**src/hw/rtl/max_rectangle_binary_matrix_unit_macros.svh**
```systemverilog
// ----------------------------------------------------------------------------
// Assertion macros for the maximal rectangle unit
// Concurrent checks, compiled to nothing when SYNTHESIS is defined.
// ----------------------------------------------------------------------------
`ifndef MAX_RECTANGLE_BINARY_MATRIX_UNIT_MACROS_SVH
`define MAX_RECTANGLE_BINARY_MATRIX_UNIT_MACROS_SVH

`ifndef SYNTHESIS
`define MRBM_ASSERT_SAME(lbl, clk, rst_n, ante, cons) \
  lbl: assert property (@(posedge clk) disable iff (!rst_n) (ante) |-> (cons)) \
    else $error("mrbm: assertion failed");
`define MRBM_ASSERT_NEXT(lbl, clk, rst_n, ante, cons) \
  lbl: assert property (@(posedge clk) disable iff (!rst_n) (ante) |=> (cons)) \
    else $error("mrbm: assertion failed");
`else
`define MRBM_ASSERT_SAME(lbl, clk, rst_n, ante, cons)
`define MRBM_ASSERT_NEXT(lbl, clk, rst_n, ante, cons)
`endif

`endif

```
**src/hw/rtl/mrbm_pkg.sv**
```systemverilog
// ----------------------------------------------------------------------------
// mrbm_pkg
// Widths, constants and controller/datapath link types.
// ----------------------------------------------------------------------------
`default_nettype none

package mrbm_pkg;

  localparam int DEF_MAX_COLS = 64;
  localparam int DEF_MAX_ROWS = 256;

  localparam int COLS_W   = 7;
  localparam int HEIGHT_W = 9;
  localparam int AREA_W   = 15;
  localparam int ROWS_W   = 9;

  localparam logic [COLS_W-1:0] COLS_RESET = 7'd64;
  localparam int AREA_MAX = 32767;

  typedef struct packed {
    logic cell_take;
    logic cell_rd;
    logic cell_wr;
    logic lpass_init;
    logic hist_rd;
    logic h_lat;
    logic stk_rd_top;
    logic pop;
    logic push_left;
    logic rpass_init;
    logic push_right;
    logic mul;
    logic acc;
    logic fin;
  } cmd_t;

  typedef struct packed {
    logic last_col;
    logic pop_cond;
    logic idx_last;
    logic idx_zero;
    logic out_free;
  } sts_t;

endpackage

`default_nettype wire

```
**src/hw/rtl/mrbm_in_if.sv**
```systemverilog
// ----------------------------------------------------------------------------
// mrbm_in_if
// Cell input channel: one matrix cell per transaction.
// ----------------------------------------------------------------------------
`default_nettype none

interface mrbm_in_if ();
  logic valid;
  logic ready;
  logic cell_bit;
  logic first_of_matrix;

  modport source (output valid, output cell_bit, output first_of_matrix, input ready);
  modport sink (input valid, input cell_bit, input first_of_matrix, output ready);
endinterface

`default_nettype wire

```
**src/hw/rtl/mrbm_out_if.sv**
```systemverilog
// ----------------------------------------------------------------------------
// mrbm_out_if
// Result channel: running maximum area and completed row count.
// ----------------------------------------------------------------------------
`default_nettype none

interface mrbm_out_if import mrbm_pkg::*; ();
  logic                valid;
  logic                ready;
  logic [AREA_W-1:0]   max_area;
  logic [ROWS_W-1:0]   rows_done;

  modport source (output valid, output max_area, output rows_done, input ready);
  modport sink (input valid, input max_area, input rows_done, output ready);
endinterface

`default_nettype wire

```
**src/hw/rtl/mrbm_cfg_if.sv**
```systemverilog
// ----------------------------------------------------------------------------
// mrbm_cfg_if
// Configuration write channel for the column count register.
// ----------------------------------------------------------------------------
`default_nettype none

interface mrbm_cfg_if import mrbm_pkg::*; ();
  logic              valid;
  logic              ready;
  logic [COLS_W-1:0] cols_in_use;

  modport source (output valid, output cols_in_use, input ready);
  modport sink (input valid, input cols_in_use, output ready);
endinterface

`default_nettype wire

```
**src/hw/rtl/mrbm_ctrl.sv**
```systemverilog
// ----------------------------------------------------------------------------
// mrbm_ctrl
// Sequencer for cell updates and the two stack sweeps at each row end.
// ----------------------------------------------------------------------------
`default_nettype none

module mrbm_ctrl import mrbm_pkg::*; (
  input  wire logic clk,
  input  wire logic rst_n,
  input  wire logic in_valid,
  output logic      in_ready,
  input  sts_t      sts,
  output cmd_t      cmd
);

  localparam logic [3:0] S_IDLE  = 4'd0;
  localparam logic [3:0] S_C_RD  = 4'd1;
  localparam logic [3:0] S_C_WR  = 4'd2;
  localparam logic [3:0] S_L_RD  = 4'd3;
  localparam logic [3:0] S_L_H   = 4'd4;
  localparam logic [3:0] S_L_CMP = 4'd5;
  localparam logic [3:0] S_R_RD  = 4'd6;
  localparam logic [3:0] S_R_H   = 4'd7;
  localparam logic [3:0] S_R_CMP = 4'd8;
  localparam logic [3:0] S_R_MUL = 4'd9;
  localparam logic [3:0] S_R_ACC = 4'd10;
  localparam logic [3:0] S_FIN   = 4'd11;

  logic [3:0] state_r;
  logic [3:0] state_nxt;

  always_comb begin
    state_nxt = state_r;
    cmd       = '0;
    case (state_r)
      S_IDLE: begin
        if (in_valid) begin
          cmd.cell_take = 1'b1;
          state_nxt     = S_C_RD;
        end
      end
      S_C_RD: begin
        cmd.cell_rd = 1'b1;
        state_nxt   = S_C_WR;
      end
      S_C_WR: begin
        cmd.cell_wr = 1'b1;
        if (sts.last_col) begin
          cmd.lpass_init = 1'b1;
          state_nxt      = S_L_RD;
        end else begin
          state_nxt = S_IDLE;
        end
      end
      S_L_RD: begin
        cmd.hist_rd = 1'b1;
        state_nxt   = S_L_H;
      end
      S_L_H: begin
        cmd.h_lat      = 1'b1;
        cmd.stk_rd_top = 1'b1;
        state_nxt      = S_L_CMP;
      end
      S_L_CMP: begin
        if (sts.pop_cond) begin
          cmd.pop = 1'b1;
        end else begin
          cmd.push_left = 1'b1;
          if (sts.idx_last) begin
            cmd.rpass_init = 1'b1;
            state_nxt      = S_R_RD;
          end else begin
            state_nxt = S_L_RD;
          end
        end
      end
      S_R_RD: begin
        cmd.hist_rd = 1'b1;
        state_nxt   = S_R_H;
      end
      S_R_H: begin
        cmd.h_lat      = 1'b1;
        cmd.stk_rd_top = 1'b1;
        state_nxt      = S_R_CMP;
      end
      S_R_CMP: begin
        if (sts.pop_cond) begin
          cmd.pop = 1'b1;
        end else begin
          cmd.push_right = 1'b1;
          state_nxt      = S_R_MUL;
        end
      end
      S_R_MUL: begin
        cmd.mul   = 1'b1;
        state_nxt = S_R_ACC;
      end
      S_R_ACC: begin
        cmd.acc   = 1'b1;
        state_nxt = sts.idx_zero ? S_FIN : S_R_RD;
      end
      S_FIN: begin
        if (sts.out_free) begin
          cmd.fin   = 1'b1;
          state_nxt = S_IDLE;
        end
      end
      default: begin
        state_nxt = S_IDLE;
      end
    endcase
  end

  assign in_ready = (state_r == S_IDLE);

  always_ff @(posedge clk) begin
    if (!rst_n) begin
      state_r <= S_IDLE;
    end else begin
      state_r <= state_nxt;
    end
  end

endmodule

`default_nettype wire

```
**src/hw/rtl/mrbm_dp.sv**
```systemverilog
// ----------------------------------------------------------------------------
// mrbm_dp
// Height histogram, monotonic stack, bound store and area accumulation.
// ----------------------------------------------------------------------------
`default_nettype none

module mrbm_dp import mrbm_pkg::*; #(
  parameter int MAX_COLS = DEF_MAX_COLS,
  parameter int MAX_ROWS = DEF_MAX_ROWS
) (
  input  wire logic              clk,
  input  wire logic              rst_n,
  input  cmd_t                   cmd,
  output sts_t                   sts,
  input  wire logic              cell_bit,
  input  wire logic              first_of_matrix,
  input  wire logic              cfg_we,
  input  wire logic [COLS_W-1:0] cfg_cols,
  input  wire logic              out_ready,
  output logic                   out_valid,
  output logic [AREA_W-1:0]      out_area,
  output logic [ROWS_W-1:0]      out_rows
);

  localparam int AW    = (MAX_COLS > 1) ? $clog2(MAX_COLS) : 1;
  localparam int NW    = $clog2(MAX_COLS + 1);
  localparam int PW    = NW + HEIGHT_W;
  localparam int CAP_I = (MAX_ROWS < 511) ? MAX_ROWS : 511;
  localparam logic [HEIGHT_W-1:0] H_CAP = HEIGHT_W'(CAP_I);
  localparam logic [ROWS_W-1:0]   R_CAP = ROWS_W'(CAP_I);

  logic [HEIGHT_W-1:0] ht_mem [MAX_COLS];
  logic [HEIGHT_W-1:0] sh_mem [MAX_COLS];
  logic [AW-1:0]       sc_mem [MAX_COLS];
  logic [NW-1:0]       lb_mem [MAX_COLS];

  logic [COLS_W-1:0]   cols_r, cols_nxt;
  logic [AW-1:0]       pos_r, pos_nxt;
  logic                first_row_r, first_row_nxt;
  logic [AREA_W-1:0]   best_r, best_nxt;
  logic [ROWS_W-1:0]   rows_r, rows_nxt;
  logic [NW-1:0]       top_r, top_nxt;
  logic [AW-1:0]       i_r, i_nxt;
  logic                out_valid_r, out_valid_nxt;

  logic                bit_r;
  logic [AW-1:0]       col_r;
  logic [HEIGHT_W-1:0] h_r;
  logic [NW-1:0]       lb_r;
  logic [NW-1:0]       width_r;
  logic [PW-1:0]       prod_r;
  logic [PW-1:0]       row_best_r;
  logic [HEIGHT_W-1:0] ht_rd_r;
  logic [HEIGHT_W-1:0] sh_rd_r;
  logic [AW-1:0]       sc_rd_r;
  logic [NW-1:0]       lb_rd_r;
  logic [AREA_W-1:0]   out_area_r;
  logic [ROWS_W-1:0]   out_rows_r;

  logic [NW-1:0]       n;
  logic [NW-1:0]       n_m1;
  logic [AW-1:0]       pos_eff;
  logic [AW-1:0]       col_take;
  logic [HEIGHT_W-1:0] ht_new;
  logic [AW-1:0]       ht_raddr;
  logic [NW-1:0]       top_m1;
  logic [NW-1:0]       top_m2;
  logic [AW-1:0]       stk_raddr;
  logic [NW-1:0]       lbp;
  logic [NW-1:0]       right;
  logic [AREA_W-1:0]   row_area;

  always_comb begin
    if (cols_r == '0) begin
      n = NW'(1);
    end else if (32'(cols_r) > 32'(MAX_COLS)) begin
      n = NW'(MAX_COLS);
    end else begin
      n = NW'(cols_r);
    end
  end

  assign n_m1     = n - 1'b1;
  assign pos_eff  = first_of_matrix ? '0 : pos_r;
  assign col_take = (NW'(pos_eff) >= n) ? n_m1[AW-1:0] : pos_eff;

  always_comb begin
    if (first_row_r) begin
      ht_new = HEIGHT_W'(bit_r);
    end else if (!bit_r) begin
      ht_new = '0;
    end else if (ht_rd_r < H_CAP) begin
      ht_new = ht_rd_r + 1'b1;
    end else begin
      ht_new = H_CAP;
    end
  end

  assign ht_raddr  = cmd.cell_rd ? col_r : i_r;
  assign top_m1    = top_r - 1'b1;
  assign top_m2    = top_r - 2'd2;
  assign stk_raddr = cmd.pop ? top_m2[AW-1:0] : top_m1[AW-1:0];
  assign lbp       = (top_r != '0) ? (NW'(sc_rd_r) + 1'b1) : '0;
  assign right     = (top_r != '0) ? NW'(sc_rd_r) : n;
  assign row_area  = (32'(row_best_r) > 32'(AREA_MAX)) ? AREA_W'(AREA_MAX)
                                                       : AREA_W'(row_best_r);

  assign sts.last_col = (NW'(col_r) == n_m1);
  assign sts.pop_cond = (top_r != '0) && (sh_rd_r >= h_r);
  assign sts.idx_last = (NW'(i_r) == n_m1);
  assign sts.idx_zero = (i_r == '0);
  assign sts.out_free = !out_valid_r || out_ready;

  always_comb begin
    cols_nxt      = cfg_we ? cfg_cols : cols_r;
    pos_nxt       = pos_r;
    first_row_nxt = first_row_r;
    best_nxt      = best_r;
    rows_nxt      = rows_r;
    top_nxt       = top_r;
    i_nxt         = i_r;
    out_valid_nxt = out_ready ? 1'b0 : out_valid_r;

    if (cmd.cell_take && first_of_matrix) begin
      best_nxt      = '0;
      rows_nxt      = '0;
      first_row_nxt = 1'b1;
    end
    if (cmd.cell_wr) begin
      pos_nxt = sts.last_col ? '0 : (col_r + 1'b1);
    end

    if (cmd.lpass_init || cmd.rpass_init) begin
      top_nxt = '0;
    end else if (cmd.pop) begin
      top_nxt = top_m1;
    end else if (cmd.push_left || cmd.push_right) begin
      top_nxt = top_r + 1'b1;
    end

    if (cmd.lpass_init) begin
      i_nxt = '0;
    end else if (cmd.rpass_init) begin
      i_nxt = n_m1[AW-1:0];
    end else if (cmd.push_left) begin
      i_nxt = i_r + 1'b1;
    end else if (cmd.acc) begin
      i_nxt = i_r - 1'b1;
    end

    if (cmd.fin) begin
      best_nxt      = (row_area > best_r) ? row_area : best_r;
      rows_nxt      = (rows_r < R_CAP) ? (rows_r + 1'b1) : rows_r;
      pos_nxt       = '0;
      first_row_nxt = 1'b0;
      out_valid_nxt = 1'b1;
    end
  end

  always_ff @(posedge clk) begin
    if (!rst_n) begin
      cols_r      <= COLS_RESET;
      pos_r       <= '0;
      first_row_r <= 1'b1;
      best_r      <= '0;
      rows_r      <= '0;
      top_r       <= '0;
      i_r         <= '0;
      out_valid_r <= 1'b0;
    end else begin
      cols_r      <= cols_nxt;
      pos_r       <= pos_nxt;
      first_row_r <= first_row_nxt;
      best_r      <= best_nxt;
      rows_r      <= rows_nxt;
      top_r       <= top_nxt;
      i_r         <= i_nxt;
      out_valid_r <= out_valid_nxt;
    end
  end

  always_ff @(posedge clk) begin
    if (cmd.cell_take) begin
      bit_r <= cell_bit;
      col_r <= col_take;
    end
    if (cmd.h_lat) begin
      h_r  <= ht_rd_r;
      lb_r <= lb_rd_r;
    end
    if (cmd.push_right) begin
      width_r <= right - lb_r;
    end
    if (cmd.mul) begin
      prod_r <= PW'(width_r) * PW'(h_r);
    end
    if (cmd.lpass_init) begin
      row_best_r <= '0;
    end else if (cmd.acc && (prod_r > row_best_r)) begin
      row_best_r <= prod_r;
    end
    if (cmd.fin) begin
      out_area_r <= best_nxt;
      out_rows_r <= rows_nxt;
    end
  end

  always_ff @(posedge clk) begin
    if (cmd.cell_rd || cmd.hist_rd) begin
      ht_rd_r <= ht_mem[ht_raddr];
    end
    if (cmd.cell_wr) begin
      ht_mem[col_r] <= ht_new;
    end
  end

  always_ff @(posedge clk) begin
    if (cmd.pop || cmd.stk_rd_top) begin
      sh_rd_r <= sh_mem[stk_raddr];
      sc_rd_r <= sc_mem[stk_raddr];
    end
    if (cmd.push_left || cmd.push_right) begin
      sh_mem[top_r[AW-1:0]] <= h_r;
      sc_mem[top_r[AW-1:0]] <= i_r;
    end
  end

  always_ff @(posedge clk) begin
    if (cmd.hist_rd) begin
      lb_rd_r <= lb_mem[i_r];
    end
    if (cmd.push_left) begin
      lb_mem[i_r] <= lbp;
    end
  end

  assign out_valid = out_valid_r;
  assign out_area  = out_area_r;
  assign out_rows  = out_rows_r;

endmodule

`default_nettype wire

```
**src/hw/rtl/max_rectangle_binary_matrix_unit.sv**
```systemverilog
// ----------------------------------------------------------------------------
// max_rectangle_binary_matrix_unit
// Streams a binary matrix and reports, after each row, the largest all-ones rectangle so far.
// ----------------------------------------------------------------------------
// Cells arrive in row-major order, cols_in_use per row. A cell that ends no
// row passes through accept, height read and height write. The last cell of
// a row also starts two stack sweeps over the n columns through single-port
// height, stack and bound memories: the left sweep reads, latches and
// compares each column, the right sweep also multiplies and accumulates, and
// each sweep adds a pop step per stack pop (at most n - 1 per sweep); a final
// step loads the result register. Each row yields one result; it waits in an
// output register and a new cell is accepted while it does, but the next row
// end holds in its final state until that register is free. No clearing pass
// runs after reset.
`default_nettype none

`include "max_rectangle_binary_matrix_unit_macros.svh"

module max_rectangle_binary_matrix_unit import mrbm_pkg::*; #(
  parameter int MAX_COLS = DEF_MAX_COLS,
  parameter int MAX_ROWS = DEF_MAX_ROWS
) (
  input wire logic    clk,
  input wire logic    rst_n,
  mrbm_in_if.sink     in_ch,
  mrbm_out_if.source  out_ch,
  mrbm_cfg_if.sink    cfg_ch
);

  cmd_t cmd;
  sts_t sts;

  assign cfg_ch.ready = 1'b1;

  mrbm_ctrl u_ctrl (
    .clk      (clk),
    .rst_n    (rst_n),
    .in_valid (in_ch.valid),
    .in_ready (in_ch.ready),
    .sts      (sts),
    .cmd      (cmd)
  );

  mrbm_dp #(
    .MAX_COLS (MAX_COLS),
    .MAX_ROWS (MAX_ROWS)
  ) u_dp (
    .clk             (clk),
    .rst_n           (rst_n),
    .cmd             (cmd),
    .sts             (sts),
    .cell_bit        (in_ch.cell_bit),
    .first_of_matrix (in_ch.first_of_matrix),
    .cfg_we          (cfg_ch.valid),
    .cfg_cols        (cfg_ch.cols_in_use),
    .out_ready       (out_ch.ready),
    .out_valid       (out_ch.valid),
    .out_area        (out_ch.max_area),
    .out_rows        (out_ch.rows_done)
  );

  `MRBM_ASSERT_NEXT(a_take_leaves_idle, clk, rst_n, in_ch.valid && in_ch.ready, !in_ch.ready)
  `MRBM_ASSERT_SAME(a_result_has_row, clk, rst_n, out_ch.valid, out_ch.rows_done != '0)
  `MRBM_ASSERT_SAME(a_result_from_pass, clk, rst_n, $rose(out_ch.valid), $past(!in_ch.ready))

endmodule

`default_nettype wire
```
**src/flat_wrapper.sv**
```systemverilog
// flat-port wrapper written by rule: the top's interface ports become plain ports
module max_rectangle_binary_matrix_unit_flat import mrbm_pkg::*;
#(
  parameter int MAX_COLS = DEF_MAX_COLS,
  parameter int MAX_ROWS = DEF_MAX_ROWS
)
  (clk, rst_n, in_ch_valid, in_ch_cell_bit, in_ch_first_of_matrix, in_ch_ready, out_ch_valid, out_ch_max_area, out_ch_rows_done, out_ch_ready, cfg_ch_valid, cfg_ch_cols_in_use, cfg_ch_ready);
  mrbm_in_if in_ch_i ();
  mrbm_out_if out_ch_i ();
  mrbm_cfg_if cfg_ch_i ();
  input wire logic clk;
  input wire logic rst_n;
  input wire logic [$bits(in_ch_i.valid)-1:0] in_ch_valid;
  input wire logic [$bits(in_ch_i.cell_bit)-1:0] in_ch_cell_bit;
  input wire logic [$bits(in_ch_i.first_of_matrix)-1:0] in_ch_first_of_matrix;
  output wire logic [$bits(in_ch_i.ready)-1:0] in_ch_ready;
  output wire logic [$bits(out_ch_i.valid)-1:0] out_ch_valid;
  output wire logic [$bits(out_ch_i.max_area)-1:0] out_ch_max_area;
  output wire logic [$bits(out_ch_i.rows_done)-1:0] out_ch_rows_done;
  input wire logic [$bits(out_ch_i.ready)-1:0] out_ch_ready;
  input wire logic [$bits(cfg_ch_i.valid)-1:0] cfg_ch_valid;
  input wire logic [$bits(cfg_ch_i.cols_in_use)-1:0] cfg_ch_cols_in_use;
  output wire logic [$bits(cfg_ch_i.ready)-1:0] cfg_ch_ready;
  assign in_ch_i.valid = in_ch_valid;
  assign in_ch_i.cell_bit = in_ch_cell_bit;
  assign in_ch_i.first_of_matrix = in_ch_first_of_matrix;
  assign in_ch_ready = in_ch_i.ready;
  assign out_ch_valid = out_ch_i.valid;
  assign out_ch_max_area = out_ch_i.max_area;
  assign out_ch_rows_done = out_ch_i.rows_done;
  assign out_ch_i.ready = out_ch_ready;
  assign cfg_ch_i.valid = cfg_ch_valid;
  assign cfg_ch_i.cols_in_use = cfg_ch_cols_in_use;
  assign cfg_ch_ready = cfg_ch_i.ready;
  max_rectangle_binary_matrix_unit #(.MAX_COLS(MAX_COLS), .MAX_ROWS(MAX_ROWS)) u_core (.clk(clk), .rst_n(rst_n), .in_ch(in_ch_i), .out_ch(out_ch_i), .cfg_ch(cfg_ch_i));
endmodule
```
**config.mk**
```make
export PLATFORM = sky130hd
export DESIGN_NAME = max_rectangle_binary_matrix_unit_flat
export DESIGN_NICKNAME = d
export VERILOG_FILES = /design/src/hw/rtl/mrbm_pkg.sv /design/src/hw/rtl/mrbm_in_if.sv /design/src/hw/rtl/mrbm_out_if.sv /design/src/hw/rtl/mrbm_cfg_if.sv /design/src/hw/rtl/mrbm_ctrl.sv /design/src/hw/rtl/mrbm_dp.sv /design/src/hw/rtl/max_rectangle_binary_matrix_unit.sv /design/src/flat_wrapper.sv
export VERILOG_INCLUDE_DIRS = /design/src /design/src/hw/rtl
export SDC_FILE = /design/constraint.sdc
export NUM_CORES = 2
export LEC_CHECK = 0
export BUFFER_PORTS_ARGS = -buffer_cell sky130_fd_sc_hd__buf_2
export CORE_MARGIN = 2
export CORE_UTILIZATION = 59
export CTS_BUF_LIST = sky130_fd_sc_hd__clkbuf_16
export CTS_CLUSTER_DIAMETER = 120
export DETAILED_ROUTE_END_ITERATION = 10
export PLACE_DENSITY_LB_ADDON = 0.1
export RECOVER_POWER = 100
export SETUP_SLACK_MARGIN = 0.5
export SLEW_MARGIN = 20
export SYNTH_ARGS = -nofsm -noshare
export SYNTH_HDL_FRONTEND = slang
export SYNTH_SLANG_ARGS = --single-unit
```
**constraint.sdc**
```tcl
create_clock -name clk -period 12.8 [get_ports clk]
set_clock_uncertainty 0.2 [all_clocks]
set_input_delay 1.28 -clock clk [delete_from_list [all_inputs] [get_ports clk]]
set_output_delay 1.28 -clock clk [all_outputs]
set_load 0.02 [all_outputs]
```
==> key figures <==
Global routing
  • Initial antenna violation count: 2
  • Number of global-route vias before repair: approximately 48000
  • Gr ovfl total: 0
  • Total GRT Usage: 0.283
  • First-pass GRT wire length: roughly 310 mm
  • Largest net degree at the start of global routing: about 140

Power
  • Worst IR Drop VDD: around 0.00021 V
  • Flop pwr share: 0.442
  • Net load switching power: approximately 0.0058 W
  • Power per cell area: a little under 200 nW/µm²
  • Cell internal pwr: approximately 0.013 W
  • Total Power: roughly 0.019 W
  • Logic pwr share: 0.246
  • Clk pwr share: 0.312
  • Leakage Power: 31.9 nW
  • Sw frac: 0.305

STA
  • Slew Viols, Final: approximately 2500
  • Slew margin rel.: -1.65
  • Least-Margin Pin Slew: just under 4 ns
  • Maximum clock rate: about 0.11 GHz
  • Setup_tns: 0 ns
  • Fin. Hold Viols: 0
  • Setup Viol. Count Final: 0
  • Crit path time final: 9.22 ns
  • Worst hold slack: 0.219 ns
  • Crit share post-route: 0.720
  • RSZ-0062 raised after global routing: no

Final layout
  • Ratio of cells with drive above 1 in the final layout: 0.121
  • Fin area: between 90000 and 100000 µm²
  • Post-route insts no fill: 7428
  • Layout net count: roughly 5500
  • P&R area growth vs syn: 10.2%

Die
  • Die W: 388 µm
  • Starting Density: 0.593
  • I/O Pins: between 40 and 50
  • Num rows: roughly 140
  • Core Area: about 150000 µm²
  • Height of the die: around 390 µm
  • DIE AREA: around 150000 µm²

Yosys
  • Post-synthesis mux area share: 0.0853
  • Gate Count Post-Synth: 5217
  • Most frequent cell after synthesis: edfxtp_1
  • Synth unique cells: a little under 80
  • Simple-Gate Fraction of Synth Area: 0.0659
  • Synth top area share: 0.718
  • Post-synth ARST share: 0
  • XOR/XNOR Fraction of Synth Area: 0.00553
  • Cell area after synthesis: 87200 µm²
  • Yosys reg bits: approximately 2200
  • Main combinational cell family by area after synthesis: multiplexers
  • Sequential share of the synthesized area: 0.735
  • Area leader, netlist: edfxtp_1
  • Post-synth EDFFs: approximately 2100
  • Synth area leaders: edfxtp_1, mux4_2, nand2_1
  • Synth Area in Adders: 0.0232
  • Compound-Gate Fraction of Synth Area: 0.0655
  • Commonest cells post-synth: edfxtp_1, nand2_1, nor2_1, mux4_2, clkbuf_1
  • Mapped Avg Cell Area: approximately 17 µm²
  • Synth warn: 0
  • Main synth FF type: edfxtp_1
  • Syn Nets: around 5400

Setup path
  • Critical-path cell list: clkbuf_1 -> inv_1 -> ha_1 -> and4_1 -> o211a_1 -> a211o_1 -> nand2_1 -> ha_4 -> buf_4 -> and2_0 -> buf_4 -> a32oi_1 -> a311oi_1 -> or4_1 -> nor3_1
  • Crit path DAT: about 9.6 ns
  • Worst Path Max Fanout: a little over 70
  • Crit end category: flip-flop
  • CP Class: flip-flop to flip-flop
  • WP data required: around 13 ns
  • Most frequent CP cell: buf_4
  • Crit-path slowest cell: clkbuf_1
  • Slowest stage delay, CP: approximately 2.5 ns
  • Type of origin of the critical path: flip-flop

CTS
  • CTS H-tree depth: 4
  • Number of buffers created by CTS: between 200 and 250
  • Postcts setup bufs: 0
  • Max Buffers Root-to-Sink: 3
  • Clk pin slew, worst setup/hold paths: 0.06 ns
  • Clock tree sinks: approximately 2200
  • CTS-repair resized insts: 0
  • Worst-Skew Late Latency: approximately 0.84 ns
  • Hold-fix buffers, CTS: 0
  • CTS tree: built
  • Root buf cell: clkbuf_16

Place
  • Placed inst area: about 90000 µm²
  • Port bufs: 39
  • Placed cells: between 7000 and 8000
  • Final HPWL DP: 123 mm
  • GP Congestion: 0.880

Status
  • Violated checks: max-capacitance violations, max-slew violations
  • Status: finished with violations

Detailed routing
  • Routed len/inst: roughly 29 µm
  • TritonRoute pass-1 iters: 6
  • Vias: ~48000
  • Vias per Instance: between 6 and 7
  • WL final: approximately 210 mm
  • Initial DRC Count: about 5300
  • Antenna Nets Post-Route: 0
  • # DRC: 0

Hold path
  • HP Class: flip-flop to flip-flop

Flow run
  • Max Cap Viol: 55
==> through the flow <==
step                      utilization  setup slack, ns
after detailed placement        0.612             5.95
after floorplan                     -             7.47
after CTS                       0.656             5.95
after global routing            0.653             3.07
final                           0.653             3.58
after global placement          0.612             5.98
==> power by group through the flow <==
| stage | Combinational, W | Sequential, W | Clock [W] |
|---|---|---|---|
| 2_1_floorplan | 0.00317 | 0.00844 | 0 |
| 3_3_place_gp | 0.00461 | 0.00847 | 0 |
| 3_5_place_dp | 0.00465 | 0.00847 | 0 |
| 4_1_cts | 0.00467 | 0.00833 | 0.00597 |
| 5_1_grt | 0.00499 | 0.00839 | 0.00624 |
| 6_report | 0.00466 | 0.00838 | 0.00590 |
==> worst max-delay path: cells and delay by family, from the launching register on <==
| family | cells | cell delay (ns) |
|---|---|---|
| DFF | 1 | 0.32 |
| and+or+nand+nor | 5 | 1.57 |
| buffers and inverters | 4 | 4.09 |
| adders and majority gates | 2 | 1.32 |
| AOI/OAI and AO/OA | 4 | 1.28 |
==> placed cells by master (no fill, tap or decap), types with 14 or more instances in the layout <==
master	count
and3_1	26
o21a_1	14
a31oi_1	77
a211oi_1	54
o21ai_0	34
a311oi_1	60
a32o_1	32
clkbuf_16	218
a22oi_1	116
nor4_1	27
nand2b_1	17
mux4_2	233
mux2_2	28
fa_1	36
nor3_1	29
edfxtp_1	2085
nand2_1	522
nand4_1	19
a22o_1	56
mux2i_1	182
a21oi_1	62
inv_1	153
nor2_1	283
a221oi_1	99
xor2_1	17
a32oi_1	34
clkinv_2	41
xnor2_1	38
nor2b_1	24
buf_4	46
a21o_1	20
clkinv_1	58
nand3_1	117
clkbuf_1	127
and2_1	97
o22ai_1	27
and2_0	28
ha_1	103
dfxtp_1	72
==> final timing paths <==
check / end / slack (ns) / start / cells past startpoint
setup / recovery: u_core.u_dp.sc_rd_r[5] / 3.58 / u_core.u_dp.h_r[6] / 15
hold / removal: u_core.u_dp.lb_r[0] / 0.22 / u_core.u_dp.lb_rd_r[0] / 0
setup reg to reg: u_core.u_dp.sc_rd_r[5] / 3.58 / u_core.u_dp.h_r[6] / 15
hold reg to reg: u_core.u_dp.lb_r[0] / 0.22 / u_core.u_dp.lb_rd_r[0] / 0
==> state kept, by name, summed over array words and instances, names as in the netlist, 15 cells and up <==
| register | cells |
|---|---|
| u_core.u_dp.ht_mem | 576 |
| u_core.u_dp.sh_mem | 576 |
| u_core.u_dp.lb_mem | 448 |
| u_core.u_dp.sc_mem | 384 |
| u_core.u_dp.prod_r | 16 |
| u_core.u_dp.row_best_r | 16 |
| u_core.u_dp.best_r | 15 |
| u_core.u_dp.out_area | 15 |
==> cell type report <==
type	count	area (µm²)
Sequential cell	2157	64100
Fill cell	10229	51100
Multi-Input combinational cell	2655	21700
Clock buffer	218	5460
Tap cell	1930	2410
Clock inverter	170	1120
Timing Repair Buffer	187	922
Inverter	110	413
Antenna cell	1	2.50
==> cells by family after synthesis <==
| logic type | count (synthesis) |
|---|---|
| adders and majority gates | 140 |
| DFF | 2157 |
| xor gates and xnor gates | 55 |
| other | 1 |
| buffers and inverters | 405 |
| and+or+nand+nor | 1263 |
| muxes | 448 |
| AOI/OAI and AO/OA | 748 |
==> per-layer routing <==
| layer | track usage | share of wire |
|---|---|---|
| met4 | 0.107 | 0.038 |
| met5 | 0 | 0.000047 |
| met2 | 0.448 | 0.47 |
| met3 | 0.0519 | 0.088 |
| met1 | 0.399 | 0.40 |
No activity file was read; power rests on OpenSTA's default activity.
